**config.mk**
```make
export PLATFORM = sky130hd
export DESIGN_NAME = sfba_ctrl
export DESIGN_NICKNAME = d
export VERILOG_FILES = /design/src/sv/sfba_pkg.sv /design/src/sv/sfba_ctrl.sv
export SDC_FILE = /design/constraint.sdc
export NUM_CORES = 1
export LEC_CHECK = 0
export ABC_AREA = 1
export BUFFER_PORTS_ARGS = -buffer_cell sky130_fd_sc_hd__buf_2
export CAP_MARGIN = 20
export CORE_ASPECT_RATIO = 2
export CORE_UTILIZATION = 50
export CTS_CLUSTER_DIAMETER = 30
export DETAILED_ROUTE_END_ITERATION = 8
export GPL_TIMING_DRIVEN = 0
export PLACE_DENSITY_LB_ADDON = 0.08
export SLEW_MARGIN = 40
export SYNTH_ARGS = -nofsm -noshare
export SYNTH_HDL_FRONTEND = slang
export SYNTH_SLANG_ARGS = --single-unit
```
**constraint.sdc**
```tcl
create_clock -name clk -period 2.91 [get_ports clk]
set_clock_uncertainty 0.1 [all_clocks]
set_input_delay 0.1455 -clock clk [delete_from_list [all_inputs] [get_ports clk]]
set_output_delay 0.1455 -clock clk [all_outputs]
set_load 0.05 [all_outputs]
```
**src/sv/sfba_pkg.sv**
```systemverilog
// package for the segregated fit block allocator
// holds sizes, size class table, codes and the controller/datapath command types
// no dependencies
package sfba_pkg;

	localparam int HEAP_GRANULES = 4096;
	localparam int SIZE_CLASSES  = 48;
	localparam int G_W           = $clog2(HEAP_GRANULES);
	localparam int L_W           = G_W + 1;
	localparam int CLS_W         = $clog2(SIZE_CLASSES);
	localparam int HDR_W         = 8;
	localparam int B_W           = 17;
	localparam int PADDR_W       = 3;
	localparam int HEAP_CLS      = 15;
	localparam int MIN_BLOCK     = 64;

	localparam logic [L_W-1:0]   LINK_NULL  = L_W'(HEAP_GRANULES);
	localparam logic [HDR_W-1:0] HDR_RESET  = 8'd96;
	localparam logic [CLS_W-1:0] CLS_LAST   = CLS_W'(SIZE_CLASSES - 1);
	localparam logic             REG_HDR    = 1'b0;

	typedef enum logic [1:0] {
		RS_DONE    = 2'd0,
		RS_ZERO    = 2'd1,
		RS_NOFIT   = 2'd2,
		RS_IGNORED = 2'd3
	} rs_t;

	typedef enum logic [4:0] {
		OP_NOP, OP_CLR, OP_LATCH, OP_CLS_STEP, OP_CLS_INC, OP_HEAD_RD, OP_G_HEAD,
		OP_REC_RD, OP_G_NEXT, OP_A_TAKE, OP_RM_P, OP_RM_N, OP_RM_SELF, OP_SPLIT_SET,
		OP_P_NODE, OP_P_AFTER, OP_P_LINK, OP_P_HSET, OP_A_DONE, OP_F_TAKE, OP_L_RD,
		OP_L_TAKE, OP_CLR_OG, OP_R_RD, OP_R_TAKE, OP_F_PUSH, OP_EMIT
	} dp_op_t;

	typedef struct packed {
		dp_op_t op;
		rs_t    st;
	} dp_cmd_t;

	typedef struct packed {
		logic clr_last;
		logic is_free;
		logic req_zero;
		logic too_big;
		logic addr_bad;
		logic head_null;
		logic c_last;
		logic cls_hit;
		logic fit;
		logic next_null;
		logic g_start;
		logic g_free;
		logic left_ok;
		logic r_in;
		logic split;
		logic out_free;
	} dp_stat_t;

	typedef enum logic [4:0] {
		S_CLR, S_IDLE, S_DEC, S_A_CLS, S_A_HRD, S_A_HCHK, S_A_GRD, S_A_GCHK,
		S_RM_P, S_RM_N, S_RM_SELF, S_A_SPLIT, S_P_CLS, S_P_HRD, S_P_NODE, S_P_AFTER,
		S_P_LINK, S_P_HSET, S_A_DONE, S_F_RD, S_F_CHK, S_F_LCHK, S_F_LGET, S_F_CLRG,
		S_F_RRD, S_F_RGET, S_F_PUSH, S_FIN
	} ctrl_state_t;

	typedef enum logic [1:0] {
		PH_ALLOC, PH_LEFT, PH_RIGHT
	} ph_t;

	typedef struct packed {
		logic [L_W-1:0]   sz;
		logic [L_W-1:0]   psz;
		logic             start;
		logic             free;
		logic [CLS_W-1:0] cls;
		logic [L_W-1:0]   pl;
		logic [L_W-1:0]   nl;
	} rec_t;

	typedef struct packed {
		logic sz;
		logic psz;
		logic flg;
		logic cls;
		logic pl;
		logic nl;
	} rec_en_t;

	// upper bound in bytes of each fibonacci spaced size class
	function automatic logic [17:0] cls_thr(input logic [CLS_W-1:0] idx);
		logic [17:0] t;
		case (idx)
			6'd0:    t = 18'd64;
			6'd1:    t = 18'd96;
			6'd2:    t = 18'd160;
			6'd3:    t = 18'd256;
			6'd4:    t = 18'd416;
			6'd5:    t = 18'd672;
			6'd6:    t = 18'd1088;
			6'd7:    t = 18'd1760;
			6'd8:    t = 18'd2848;
			6'd9:    t = 18'd4608;
			6'd10:   t = 18'd7456;
			6'd11:   t = 18'd12064;
			6'd12:   t = 18'd19520;
			6'd13:   t = 18'd31584;
			6'd14:   t = 18'd51104;
			6'd15:   t = 18'd82688;
			default: t = 18'h3FFFF;
		endcase
		return t;
	endfunction

endpackage

```
**src/sv/sfba_ctrl.sv**
```systemverilog
// allocator controller: sequences clearing, fit search, list unlink, split, coalesce and push
// drives micro operations of sfba_dp; depends on sfba_pkg
module sfba_ctrl (
	input  logic                clk,
	input  logic                arst_n,
	input  logic                req_valid,
	output logic                req_ready,
	input  sfba_pkg::dp_stat_t  stat,
	output sfba_pkg::dp_cmd_t   cmd
);
	import sfba_pkg::*;

	ctrl_state_t state_q, state_d;
	ph_t         ph_q, ph_d;
	rs_t         st_q, st_d;

	always_comb begin
		state_d = state_q;
		ph_d    = ph_q;
		st_d    = st_q;
		case (state_q)
			S_CLR:     if (stat.clr_last) state_d = S_IDLE;
			S_IDLE:    if (req_valid) state_d = S_DEC;
			S_DEC: begin
				if (stat.is_free) begin
					if (stat.addr_bad) begin
						st_d    = RS_IGNORED;
						state_d = S_FIN;
					end else begin
						state_d = S_F_RD;
					end
				end else if (stat.req_zero) begin
					st_d    = RS_ZERO;
					state_d = S_FIN;
				end else if (stat.too_big) begin
					st_d    = RS_NOFIT;
					state_d = S_FIN;
				end else begin
					state_d = S_A_CLS;
				end
			end
			S_A_CLS:   if (stat.cls_hit) state_d = S_A_HRD;
			S_A_HRD:   state_d = S_A_HCHK;
			S_A_HCHK: begin
				if (!stat.head_null) begin
					state_d = S_A_GRD;
				end else if (stat.c_last) begin
					st_d    = RS_NOFIT;
					state_d = S_FIN;
				end else begin
					state_d = S_A_HRD;
				end
			end
			S_A_GRD:   state_d = S_A_GCHK;
			S_A_GCHK: begin
				if (stat.fit) begin
					ph_d    = PH_ALLOC;
					state_d = S_RM_P;
				end else if (!stat.next_null) begin
					state_d = S_A_GRD;
				end else if (stat.c_last) begin
					st_d    = RS_NOFIT;
					state_d = S_FIN;
				end else begin
					state_d = S_A_HRD;
				end
			end
			S_RM_P:    state_d = S_RM_N;
			S_RM_N:    state_d = S_RM_SELF;
			S_RM_SELF: begin
				case (ph_q)
					PH_ALLOC: state_d = S_A_SPLIT;
					PH_LEFT:  state_d = S_F_CLRG;
					default:  state_d = S_F_PUSH;
				endcase
			end
			S_A_SPLIT: state_d = stat.split ? S_P_CLS : S_A_DONE;
			S_P_CLS:   if (stat.cls_hit) state_d = S_P_HRD;
			S_P_HRD:   state_d = S_P_NODE;
			S_P_NODE:  state_d = S_P_AFTER;
			S_P_AFTER: state_d = S_P_LINK;
			S_P_LINK:  state_d = S_P_HSET;
			S_P_HSET: begin
				if (stat.is_free) begin
					st_d    = RS_DONE;
					state_d = S_FIN;
				end else begin
					state_d = S_A_DONE;
				end
			end
			S_A_DONE: begin
				st_d    = RS_DONE;
				state_d = S_FIN;
			end
			S_F_RD:    state_d = S_F_CHK;
			S_F_CHK: begin
				if (!stat.g_start || stat.g_free) begin
					st_d    = RS_IGNORED;
					state_d = S_FIN;
				end else begin
					state_d = S_F_LCHK;
				end
			end
			S_F_LCHK:  state_d = stat.left_ok ? S_F_LGET : S_F_RRD;
			S_F_LGET: begin
				if (stat.g_free) begin
					ph_d    = PH_LEFT;
					state_d = S_RM_P;
				end else begin
					state_d = S_F_RRD;
				end
			end
			S_F_CLRG:  state_d = S_F_RRD;
			S_F_RRD:   state_d = stat.r_in ? S_F_RGET : S_F_PUSH;
			S_F_RGET: begin
				if (stat.g_free) begin
					ph_d    = PH_RIGHT;
					state_d = S_RM_P;
				end else begin
					state_d = S_F_PUSH;
				end
			end
			S_F_PUSH:  state_d = S_P_CLS;
			S_FIN:     if (stat.out_free) state_d = S_IDLE;
			default:   state_d = S_IDLE;
		endcase
	end

	always_comb begin
		cmd.op    = OP_NOP;
		cmd.st    = st_q;
		req_ready = 1'b0;
		case (state_q)
			S_CLR:     cmd.op = OP_CLR;
			S_IDLE: begin
				req_ready = 1'b1;
				if (req_valid) cmd.op = OP_LATCH;
			end
			S_A_CLS:   cmd.op = OP_CLS_STEP;
			S_P_CLS:   cmd.op = OP_CLS_STEP;
			S_A_HRD:   cmd.op = OP_HEAD_RD;
			S_P_HRD:   cmd.op = OP_HEAD_RD;
			S_A_HCHK: begin
				if (!stat.head_null) cmd.op = OP_G_HEAD;
				else if (!stat.c_last) cmd.op = OP_CLS_INC;
			end
			S_A_GRD:   cmd.op = OP_REC_RD;
			S_F_RD:    cmd.op = OP_REC_RD;
			S_A_GCHK: begin
				if (stat.fit) cmd.op = OP_A_TAKE;
				else if (!stat.next_null) cmd.op = OP_G_NEXT;
				else if (!stat.c_last) cmd.op = OP_CLS_INC;
			end
			S_RM_P:    cmd.op = OP_RM_P;
			S_RM_N:    cmd.op = OP_RM_N;
			S_RM_SELF: cmd.op = OP_RM_SELF;
			S_A_SPLIT: if (stat.split) cmd.op = OP_SPLIT_SET;
			S_P_NODE:  cmd.op = OP_P_NODE;
			S_P_AFTER: cmd.op = OP_P_AFTER;
			S_P_LINK:  cmd.op = OP_P_LINK;
			S_P_HSET:  cmd.op = OP_P_HSET;
			S_A_DONE:  cmd.op = OP_A_DONE;
			S_F_CHK:   if (stat.g_start && !stat.g_free) cmd.op = OP_F_TAKE;
			S_F_LCHK:  if (stat.left_ok) cmd.op = OP_L_RD;
			S_F_LGET:  if (stat.g_free) cmd.op = OP_L_TAKE;
			S_F_CLRG:  cmd.op = OP_CLR_OG;
			S_F_RRD:   if (stat.r_in) cmd.op = OP_R_RD;
			S_F_RGET:  if (stat.g_free) cmd.op = OP_R_TAKE;
			S_F_PUSH:  cmd.op = OP_F_PUSH;
			S_FIN:     if (stat.out_free) cmd.op = OP_EMIT;
			default:   cmd.op = OP_NOP;
		endcase
	end

	always_ff @(posedge clk or negedge arst_n) begin
		if (!arst_n) begin
			state_q <= S_CLR;
			ph_q    <= PH_ALLOC;
			st_q    <= RS_DONE;
		end else begin
			state_q <= state_d;
			ph_q    <= ph_d;
			st_q    <= st_d;
		end
	end

endmodule

```
# After elaboration in Yosys (flattened, before gate mapping)
# Cells that the tools add are included.
# W data, S select, Z words.
# classes
eq_ne	43
mux	51
reduce_logical	14
# op_table
cell	n
$pmux W5 S28	1
$pmux W5 S24	1
$mux W5	23
$eq A5 B5 Y1 const B	12
$eq A5 B4 Y1 const B	8
$mux W2	15
$ne A2 B2 Y1 const B	13
$eq A5 B3 Y1 const B	4
$mux W4	5
$pmux W2 S6	1
$eq A5 B2 Y1 const B	2
$pmux W5 S2	1
$reduce_and A8 Y1	1
$mux W3	2
$pmux W2 S3	1
$reduce_bool A6 Y1	1
$reduce_or A2 Y1	3
$eq A5 B1 Y1 const B	1
$logic_not A5 Y1	1
$reduce_and A5 Y1	1
$ne A4 B4 Y1 const B	1
$reduce_and A4 Y1	1
$ne A3 B3 Y1 const B	1
$reduce_bool A3 Y1	1
6 further kinds	7
# totals
ff_bits	9
out_inout_bits	8

# Logic depth before layout (Yosys ltp)
# Gate-level depths: netlist (run 1).
# logic_depth
ltp_word	4
ltp_mapped	13
mapped_depth_nobuf	12

# Worst setup path before layout (run 1)
# No wires, ideal clock.
# synth_timing
path_kind	reg-to-output
from	register state_q[3]
to	output cmd[3] (netlist name)
arrival_time_ns	1.828
t_required_ns	2.664
path_slack_ns	0.836
stages_incl_launch_ff	8
path_buffers	1
cell_sequence	dfrtp_1 > buf_2 > nor2_2 > nand3_1 > inv_1 > nand2_1 > nand4_1 > nand3b_1
# synth_lines
element	line	rtl
start, declared	sfba_ctrl.sv:13	ctrl_state_t state_q, state_d;
start signal, assigned	sfba_ctrl.sv:181	state_q <= state_d;
end, declared	sfba_ctrl.sv:9	output sfba_pkg::dp_cmd_t cmd

==> run summary, run 1 <==
Insertion delay of the later-clocked pin in the worst-skew pair -> 0.23 ns
Fraction of power spent switching nets -> 64.1%
Number of global-route vias before repair -> 1910
Share of cells above drive strength 1 -> 16.6%
Global-route congestion overflow total -> 0
Total area of sequential cells -> 225 µm²
Endpoint class of the critical path -> output port
Outcome -> complete, no violations
Count of nets left with antenna violations after detail routing -> 0
Half-perimeter wire length after placement -> 4.34 mm
Maximum number of pins on one net before global-route repair -> 11
Post-synth cell types -> 28
Number of cell rows -> 26
Part of the Yosys area used for sequential elements -> 16.0%
Clock slew seen by the registers of the worst setup and hold paths -> 0.04 ns
Hold buffer count at CTS -> 1
Post-cts gate resize count -> 0
Detailed Routing Iterations Pass 1 -> 5
Routed vias/inst -> 5.96
Level count of the clock H-tree -> 1
Antenna cell count -> 0
Non-filler cells in the finished layout -> 329
Number of DRC markers in iteration 0 -> 99
Area share of the largest cell type after synthesis -> 24.0%
Final Max Tran Viols -> 0
Crit share post-route -> 84.7%
Number of antenna violations at the first check in global routing -> 0
Startpoint type of the worst setup path -> register
Number of buffers added by the clock tree synthesis step -> 3
Fraction of synthesis flops using an asynchronous set or reset pin -> 100%
Power share of the combinational group -> 80.4%
Total detailed-routing wirelength -> 5.44 mm
Core region area -> 2600 µm²
Filler Cells Inserted -> 300
Worst slew pin tran -> 0.589 ns
Most instantiated flip-flop cell in the synthesis netlist -> sky130_fd_sc_hd__dfrtp_1
Total vias in the final route -> 1961
CTS Root Buffer Type -> sky130_fd_sc_hd__clkbuf_8
Count of flip-flops with a built-in enable after synthesis -> 0
Biggest area consumer among synthesized cells -> sky130_fd_sc_hd__nand2_1
Max-Slew Margin vs Limit -> 60.4%
Tot GR Track Use -> 41.1%
Number of port buffers -> 26
Max Root-Sink Buffers -> 2
Residual DRC count -> 0
I/O Pins -> 27
Seq cells post-synth -> 9
Total instance count after detailed placement -> 324
# nets final -> 321
Type of the most critical hold path -> in2reg
Cells after Synth -> 270
Die height -> 77.0 µm
Share of power burned in the clock network -> 7.3%
WL per Instance -> 16.5 µm
Total power consumption of the routed design -> 1.96 mW
Area added between synthesis and finish -> 15.6%
Most frequently used cell type in the post-synthesis netlist -> sky130_fd_sc_hd__nand2_1
Fin Setup TNS -> 0 ns
Data required, critical path -> 2.66 ns
Buffers inserted during post-CTS setup optimization -> 0
Clock period minus final worst setup slack -> 2.46 ns
Unrepaired setup endpoints after global routing -> no
Die width -> 39.5 µm
Crit Path Class -> reg2out
Worst supply voltage drop on vdd -> 745 µV
Final Hold Fails -> 0
Starting density of the core -> 54.1%
Post-synthesis cell area -> 1410 µm²
List of most frequent post-synthesis cells -> sky130_fd_sc_hd__nand2_1 (90), sky130_fd_sc_hd__nor2_1 (39), sky130_fd_sc_hd__nand3_1 (36)
Internal power consumption -> 703 µW
# Max-Cap Violations -> 0
Worst Path Max Fanout -> 10
Number of sinks on the clock net -> 9
Leading post-synthesis cells by cell area -> sky130_fd_sc_hd__nand2_1 (24%), sky130_fd_sc_hd__dfrtp_1 (16%), sky130_fd_sc_hd__nand3_1 (13%)
Leakage dissipation -> 1.01 nW
Clock tree from TritonCTS -> done
Max Fclk -> 406 MHz
Arr. time, crit path -> 2.22 ns
Net Count, Synth -> 289
Final weighted congestion in routability-driven placement -> 1.01
Number of warnings printed during yosys synthesis -> 0
Switching power total -> 1.25 mW
Die outline area -> 3040 µm²
Worst hold slack -> 0.0759 ns
Wire length of the first global-routing pass -> 8.70 mm
Finish-stage setup viols -> 0
Area of the multi-input gates -> 1020 µm²
Share of power burned in registers -> 12.2%
Power Density -> 1200 nW/µm²
Synth Area per Inst -> 5.21 µm²
[cell families after synthesis]
logic type / after synthesis / synth area share [%]
DFF: 9 / 16.0
buffers and inverters: 41 / 11.6
and+or+nand+nor: 196 / 62.8
AOI/OAI and AO/OA: 24 / 9.60
[worst max-delay path, cell delays in order, from the launching register on]
cell and delay, ns:
sky130_fd_sc_hd__dfrtp_1 0.35, sky130_fd_sc_hd__buf_4 0.18, sky130_fd_sc_hd__inv_2 0.10, sky130_fd_sc_hd__buf_2 0.25, sky130_fd_sc_hd__nand3_2 0.18, sky130_fd_sc_hd__inv_1 0.13
sky130_fd_sc_hd__nand3_1 0.20, sky130_fd_sc_hd__nand3_1 0.13, sky130_fd_sc_hd__inv_1 0.06, sky130_fd_sc_hd__o2111ai_1 0.10, sky130_fd_sc_hd__buf_2 0.29
[registers in the layout, indices dropped and copies added (netlist names)]
name	count
state_q	5
ph_q	2
st_q	2
[final timing paths]
kind                                             start                     end  slack (ns)  depth (start not counted)
worst max-delay path            state_q[4]$_DFFE_PN0P_                  cmd[4]        0.45                         10
worst min-delay path                           stat[8]  state_q[2]$_DFFE_PN0P_        0.08                          4
worst max register to register  state_q[2]$_DFFE_PN0P_  state_q[3]$_DFFE_PN0P_        0.83                          8
worst min register to register     st_q[1]$_DFFE_PN0P_     st_q[1]$_DFFE_PN0P_        0.39                          2
max in group asynchronous                       arst_n  state_q[2]$_DFFE_PN0P_        2.33                          2
min in group asynchronous                       arst_n     st_q[1]$_DFFE_PN0P_        0.20                          2
[stage by stage]
stage	cell area [µm²]	setup slack, ns	util, %
after global placement	1570	0.762	60.4
after global routing	1630	0.342	62.5
after CTS	1630	0.531	62.5
after detailed placement	1570	0.790	60.4
final	1630	0.446	62.5
after floorplan	1410	0.836	-
[metal layers]
layer  vias up  GRT usage [%]  routed length [µm]
met5         -              0                   0
li1        944              -                   -
met4         0           31.7                 389
met1       849           39.8                1850
met3        38           17.1                 441
met2       130           63.3                2760
[cell usage in the layout, fill, tap and decap left out, types with 3 or more instances in the layout]
master | synthesis | final
sky130_fd_sc_hd__dfrtp_1 | 9 | 9
sky130_fd_sc_hd__o21ai_0 | 6 | 6
sky130_fd_sc_hd__o21ai_1 | 5 | 5
sky130_fd_sc_hd__inv_1 | 31 | 31
sky130_fd_sc_hd__inv_2 | 5 | 5
sky130_fd_sc_hd__nor2_2 | 5 | 5
sky130_fd_sc_hd__a21oi_1 | 7 | 7
sky130_fd_sc_hd__nand2_1 | 90 | 90
sky130_fd_sc_hd__clkbuf_8 | 0 | 3
sky130_fd_sc_hd__nor3_1 | 6 | 6
sky130_fd_sc_hd__nand3_1 | 36 | 36
sky130_fd_sc_hd__nand3b_1 | 3 | 3
sky130_fd_sc_hd__nand4_1 | 7 | 7
sky130_fd_sc_hd__nor2_1 | 39 | 39
sky130_fd_sc_hd__buf_2 | 2 | 28
[cell type report]
class,instances,area share (%)
plain buffers,5,1.77
flip-flops and latches,9,13.8
multi-input cells,220,62.6
well taps,28,2.15
repair buffers,27,8.61
clock buffers,4,2.77
inverters,36,8.30
[power groups by stage]
| stage | combinational [mW] | clock (mW) | sequential (mW) |
|---|---|---|---|
| 4_1_cts | 1.54 | 0.145 | 0.238 |
| 3_3_place_gp | 1.53 | 0 | 0.238 |
| 5_1_grt | 1.71 | 0.150 | 0.242 |
| 3_5_place_dp | 1.54 | 0 | 0.238 |
| 6_report | 1.57 | 0.144 | 0.239 |
| 2_1_floorplan | 1.12 | 0 | 0.276 |
Note: power is estimated with default switching activity, not from simulation.
==> run 2, diff against run 1 <==
==> constraint.sdc (replaced) <==
create_clock -name clk -period 2.25 [get_ports clk]
set_clock_uncertainty 0.1 [all_clocks]
set_input_delay 0.1125 -clock clk [delete_from_list [all_inputs] [get_ports clk]]
set_output_delay 0.1125 -clock clk [all_outputs]
set_load 0.05 [all_outputs]
==> run 2 against run 1 <==
Net effect:
- the flow now finishes with violations (DRC)
- first-iteration DRC count decreased by 9.1%
- global-route usage increased by 0.16 points
- clock power increased by 28%
- hold slack got worse by 0.037 ns
- non-clock buffer count unchanged
- total power increased by 36%
- combinational power increased by 37%
- highest routed layer unchanged
- routed wire length increased by 0.53%
- cell count unchanged
- flip-flop and latch count unchanged
==> run summary, run 2 (synthesis results as in run 1) <==
Number of global-route vias before repair -> 1888
Top register by number of flip-flops -> state_q
Arr. time, crit path -> 2.00 ns
Share of power burned in registers -> 12.2%
Worst Setup SP -> state_q[4]$_DFFE_PN0P_
Antenna cell count -> 0
Tot GR Track Use -> 41.2%
# Max-Cap Violations -> 0
Worst hold slack -> 0.0387 ns
Routed vias/inst -> 5.88
Leading cell type in the layout, fill and taps excluded -> sky130_fd_sc_hd__nand2_1
# nets final -> 321
Number of port buffers -> 26
Crit Path Class -> reg2out
Highest-count cells in the layout ignoring fill and taps -> sky130_fd_sc_hd__nand2_1 (88), sky130_fd_sc_hd__nor2_1 (36), sky130_fd_sc_hd__nand3_1 (35)
Data required, critical path -> 2.04 ns
Finish-stage setup viols -> 0
Die width -> 39.5 µm
Half-perimeter wire length after placement -> 4.34 mm
Die height -> 77.0 µm
Wire length of the first global-routing pass -> 8.73 mm
Total vias in the final route -> 1936
Launching point of the worst reg2reg path -> state_q[1]$_DFFE_PN0P_
Flip-flop count of the largest register, all copies and words added -> 5
Post-layout util -> 65.4%
Number of sinks on the clock net -> 9
Capturing point of the worst reg2reg path -> state_q[0]$_DFFE_PN0P_
Count of cells along the worst register-to-register path -> 11
Clock period minus final worst setup slack -> 2.22 ns
Final Max Tran Viols -> 0
Maximum number of pins on one net before global-route repair -> 11
Total detailed-routing wirelength -> 5.47 mm
Outcome -> finished with violations
Endpoint class of the critical path -> output port
Final Hold Fails -> 0
Area added between synthesis and finish -> 20.9%
Fin Setup TNS -> 0 ns
Max Fclk -> 451 MHz
Leakage dissipation -> 1.03 nW
Filler Cells Inserted -> 289
Internal power consumption -> 996 µW
Non-filler cells in the finished layout -> 329
Clock tree from TritonCTS -> done
Number of cell rows -> 26
Largest registers -> state_q x5, ph_q x2, st_q x2
Fraction of power spent switching nets -> 62.6%
End point of the critical path -> cmd[4]
Power Density -> 1560 nW/µm²
Number of antenna violations at the first check in global routing -> 0
Number of DRC markers in iteration 0 -> 90
Max-Slew Margin vs Limit -> 61.4%
Switching power total -> 1.67 mW
Starting density of the core -> 54.1%
Total instance count after detailed placement -> 324
Startpoint type of the worst setup path -> register
Residual DRC count -> 1
CTS Root Buffer Type -> sky130_fd_sc_hd__clkbuf_8
Worst slew pin tran -> 0.574 ns
Worst Path Max Fanout -> 10
Power share of the combinational group -> 80.9%
Max Root-Sink Buffers -> 2
Count of nets left with antenna violations after detail routing -> 0
Violated checks -> DRC
Crit share post-route -> 98.5%
Worst supply voltage drop on vdd -> 972 µV
Unrepaired setup endpoints after global routing -> yes
Core region area -> 2600 µm²
Setup slack of the most critical reg-to-reg path -> 0.23 ns
Insertion delay of the later-clocked pin in the worst-skew pair -> 0.23 ns
WL per Instance -> 16.6 µm
Share of cells above drive strength 1 -> 20.3%
Number of buffers added by the clock tree synthesis step -> 3
Global-route congestion overflow total -> 0
Share of power burned in the clock network -> 6.9%
Clock slew seen by the registers of the worst setup and hold paths -> 0.04 ns
Final weighted congestion in routability-driven placement -> 1.01
Detailed Routing Iterations Pass 1 -> 7
Level count of the clock H-tree -> 1
Die outline area -> 3040 µm²
Type of the most critical hold path -> in2reg
I/O Pins -> 27
-- run 2: layer usage --
| metal | part of all wire [%] | wire length, µm | track usage (%) |
|---|---|---|---|
| met1 | 34 | 1880 | 42.5 |
| met2 | 52 | 2850 | 63.4 |
| met3 | 7.3 | 402 | 13.6 |
| met4 | 6.2 | 337 | 31.4 |
| met5 | 0 | 0 | 0 |
-- run 2: worst min path at each step --
stage | start | end | slack [ns] | cells past startpoint
2_1_floorplan | arst_n | ph_q[0]$_DFFE_PN0P_ | -0.28 | 0
3_3_place_gp | arst_n | st_q[1]$_DFFE_PN0P_ | -0.13 | 1
3_5_place_dp | arst_n | st_q[1]$_DFFE_PN0P_ | -0.13 | 1
4_1_cts | stat[8] | state_q[2]$_DFFE_PN0P_ | 0.05 | 4
5_1_grt | stat[8] | state_q[2]$_DFFE_PN0P_ | 0.08 | 4
6_report | stat[8] | state_q[2]$_DFFE_PN0P_ | 0.04 | 4
-- run 2: cell type report --
type	count	area [µm²]	area share (%)
plain buffers	5	35.0	2.06
flip-flops and latches	9	228	13.4
well taps	28	35.0	2.06
clock buffers	4	45.0	2.65
inverters	36	135	7.94
multi-input cells	220	1070	62.9
repair buffers	27	153	8.97
-- run 2: power groups by stage --
stage | sequential, mW | combinational (mW) | clock (mW)
after floorplan | 0.357 | 1.45 | 0
after global placement | 0.308 | 1.98 | 0
after detailed placement | 0.308 | 1.99 | 0
after CTS | 0.308 | 2.03 | 0.188
after global routing | 0.329 | 2.32 | 0.194
final | 0.325 | 2.15 | 0.185
-- run 2: what timing repair did --
action	4_1_cts	5_1_grt
endpoints found under the setup margin	4	5
pin swaps	0	0
endpoints found under the hold margin	9	0
setup buffers	0	0
hold buffers	1	0
gates resized for setup	5	20
gates cloned	0	0
-- run 2: through the flow --
step           setup WS [ns]  instance area [µm²]  power, mW
4_1_cts               0.0139                 1640       2.53
5_1_grt              -0.0276                 1700       2.84
3_5_place_dp           0.163                 1570       2.29
6_report              0.0344                 1700       2.66
2_1_floorplan          0.209                 1410       1.80
3_3_place_gp           0.135                 1570       2.29
-- run 2: worst max-delay path, stage by stage, from the launching register on --
cell                        delay [ns]
sky130_fd_sc_hd__dfrtp_1          0.35
sky130_fd_sc_hd__buf_4            0.19
sky130_fd_sc_hd__inv_2            0.11
sky130_fd_sc_hd__buf_4            0.19
sky130_fd_sc_hd__nand3_2          0.14
sky130_fd_sc_hd__inv_1            0.13
sky130_fd_sc_hd__nand3_2          0.15
sky130_fd_sc_hd__nand3_1          0.11
sky130_fd_sc_hd__inv_1            0.05
sky130_fd_sc_hd__o2111ai_1        0.10
sky130_fd_sc_hd__buf_4            0.23
==> run 3, diff against run 2 <==
==> constraint.sdc (replaced) <==
create_clock -name clk -period 2.25 [get_ports clk]
set_clock_uncertainty 0.1 [all_clocks]
set_input_delay 0.225 -clock clk [delete_from_list [all_inputs] [get_ports clk]]
set_output_delay 0.225 -clock clk [all_outputs]
set_load 0.05 [all_outputs]
==> run 3 against run 2 <==
Net effect:
- the flow now finishes without violations
- global-route usage is 1.1 points higher
- core utilization increased by 6.0 points
- hold slack better by 0.12 ns
- critical path depth decreased by 2
- die area stayed put
- setup slack got worse by 0.0063 ns
- final area up 9.2%
- fmax fell by 0.29%
- non-clock buffer count increased by 12
==> run summary, run 3 (synthesis results as in run 1) <==
Largest registers -> state_q x5, ph_q x2, st_q x2
Final weighted congestion in routability-driven placement -> 1.01
WL per Instance -> 17.0 µm
Residual DRC count -> 0
Number of port buffers -> 26
Max-Slew Margin vs Limit -> 61.1%
Max Root-Sink Buffers -> 2
Clock slew seen by the registers of the worst setup and hold paths -> 0.04 ns
Final Hold Fails -> 0
Number of DRC markers in iteration 0 -> 122
Crit Path Class -> reg2out
Die width -> 39.5 µm
Clock tree from TritonCTS -> done
Leakage dissipation -> 1.10 nW
Worst Path Max Fanout -> 7
Leading cell type in the layout, fill and taps excluded -> sky130_fd_sc_hd__nand2_1
Total instance count after detailed placement -> 324
Total vias in the final route -> 2059
Total detailed-routing wirelength -> 5.80 mm
Area of the multi-input gates -> 1120 µm²
Clock period minus final worst setup slack -> 2.22 ns
Tot GR Track Use -> 42.4%
Startpoint type of the worst setup path -> register
Final Max Tran Viols -> 0
Worst hold slack -> 0.154 ns
Core region area -> 2600 µm²
Starting density of the core -> 54.1%
Die outline area -> 3040 µm²
Ordered list of cells on the worst path -> buf_4 -> inv_1 -> nor2_2 -> nand2_1 -> nand2_1 -> nor2_1 -> nand4_1 -> buf_4
Non-filler cells in the finished layout -> 341
Number of cell rows -> 26
Unrepaired setup endpoints after global routing -> yes
Type of the most critical hold path -> in2reg
Total area of sequential cells -> 228 µm²
Number of sinks on the clock net -> 9
Antenna cell count -> 0
Half-perimeter wire length after placement -> 4.34 mm
Level count of the clock H-tree -> 1
I/O Pins -> 27
Die height -> 77.0 µm
Insertion delay of the later-clocked pin in the worst-skew pair -> 0.23 ns
Critical path's slowest cell -> sky130_fd_sc_hd__dfrtp_1
Detailed Routing Iterations Pass 1 -> 4
Global-route congestion overflow total -> 0
Area of placed instances -> 1570 µm²
Number of antenna violations at the first check in global routing -> 0
CTS Root Buffer Type -> sky130_fd_sc_hd__clkbuf_8
Count of nets left with antenna violations after detail routing -> 0
Post-route standard cell area excluding fillers -> 1860 µm²
Share of cells above drive strength 1 -> 25.2%
Arr. time, crit path -> 1.90 ns
Max stage delay on crit path -> 0.32 ns
Filler Cells Inserted -> 264
Max Fclk -> 450 MHz
Top register by number of flip-flops -> state_q
Number of buffers added by the clock tree synthesis step -> 3
Highest-count cells in the layout ignoring fill and taps -> sky130_fd_sc_hd__nand2_1 (87), sky130_fd_sc_hd__nor2_1 (34), sky130_fd_sc_hd__nand3_1 (33)
Worst slew pin tran -> 0.580 ns
Endpoint class of the critical path -> output port
Post-layout util -> 71.4%
Area added between synthesis and finish -> 32.0%
Maximum number of pins on one net before global-route repair -> 11
# nets final -> 333
Worst supply voltage drop on vdd -> 1040 µV
# Max-Cap Violations -> 0
Routed vias/inst -> 6.04
Crit share post-route -> 98.8%
Data required, critical path -> 1.92 ns
Power Density -> 1580 nW/µm²
Finish-stage setup viols -> 0
Outcome -> complete, no violations
Flip-flop count of the largest register, all copies and words added -> 5
Number of global-route vias before repair -> 1903
Wire length of the first global-routing pass -> 8.98 mm
==> run 3: changes by cell type in the layout (fill, tap and decap cells not counted), sizes merged <==
cell	previous run	this run
buf	27	42
clkbuf	8	5
==> run 3: worst paths after layout <==
kind | from | cells after the start | to | slack, ns
setup / recovery | state_q[1]$_DFFE_PN0P_ | 8 | cmd[6] | 0.03
setup reg to reg | state_q[1]$_DFFE_PN0P_ | 11 | state_q[0]$_DFFE_PN0P_ | 0.20
hold reg to reg | st_q[1]$_DFFE_PN0P_ | 2 | st_q[1]$_DFFE_PN0P_ | 0.39
min in group asynchronous | arst_n | 2 | st_q[1]$_DFFE_PN0P_ | 0.29
hold / removal | stat[8] | 4 | state_q[2]$_DFFE_PN0P_ | 0.15
max in group asynchronous | arst_n | 2 | state_q[2]$_DFFE_PN0P_ | 1.57
==> run 3: area by class of cell <==
class | instances | share of cell area [%]
Timing Repair Buffer | 39 | 13.3
Tap cell | 28 | 1.89
Buffer | 5 | 2.22
Clock buffer | 4 | 2.42
Inverter | 36 | 7.41
Sequential cell | 9 | 12.3
Multi-Input combinational cell | 220 | 60.5
==> run 3: per-stage QoR <==
step / setup slack, ns / power [mW] / setup TNS (ns)
after global routing: -0.0588 / 3.10 / -0.157
final: 0.0280 / 2.93 / 0
after CTS: 0.0117 / 2.63 / 0
after floorplan: 0.0969 / 1.80 / 0
after global placement: 0.0226 / 2.29 / 0
after detailed placement: 0.0505 / 2.29 / 0
==> run 3: power breakdown <==
| group | internal [mW] | leakage [nW] | switching, mW | total [mW] |
|---|---|---|---|---|
| Sequential | 0.250 | 0.110 | 0.0665 | 0.316 |
| Combinational | 0.776 | 0.963 | 1.65 | 2.43 |
| Clock | 0.123 | 0.0228 | 0.0610 | 0.184 |
==> run 3: repair_timing <==
item | 4_1_cts | 5_1_grt
resized for setup | 21 | 22
hold buffers | 1 | 0
pin swaps | 0 | 4
hold endpoints to repair | 9 | 0
buffers inserted | 0 | 12
endpoints found under the setup margin | 5 | 5
==> run 3: worst max-delay path, delay by kind of cell, from the launching register on <==
kind	cells	cell delay, ns
buffers and inverters	3	0.51
DFF	1	0.32
and+or+nand+nor	5	0.84
==> run 3: routing by layer <==
layer / vias to the layer above / track usage, % / routed length, µm
li1: 968 / - / -
met5: - / 0 / 0
met2: 126 / 65.7 / 2930
met3: 48 / 18.8 / 525
met4: 0 / 29.7 / 448
met1: 917 / 41.4 / 1900
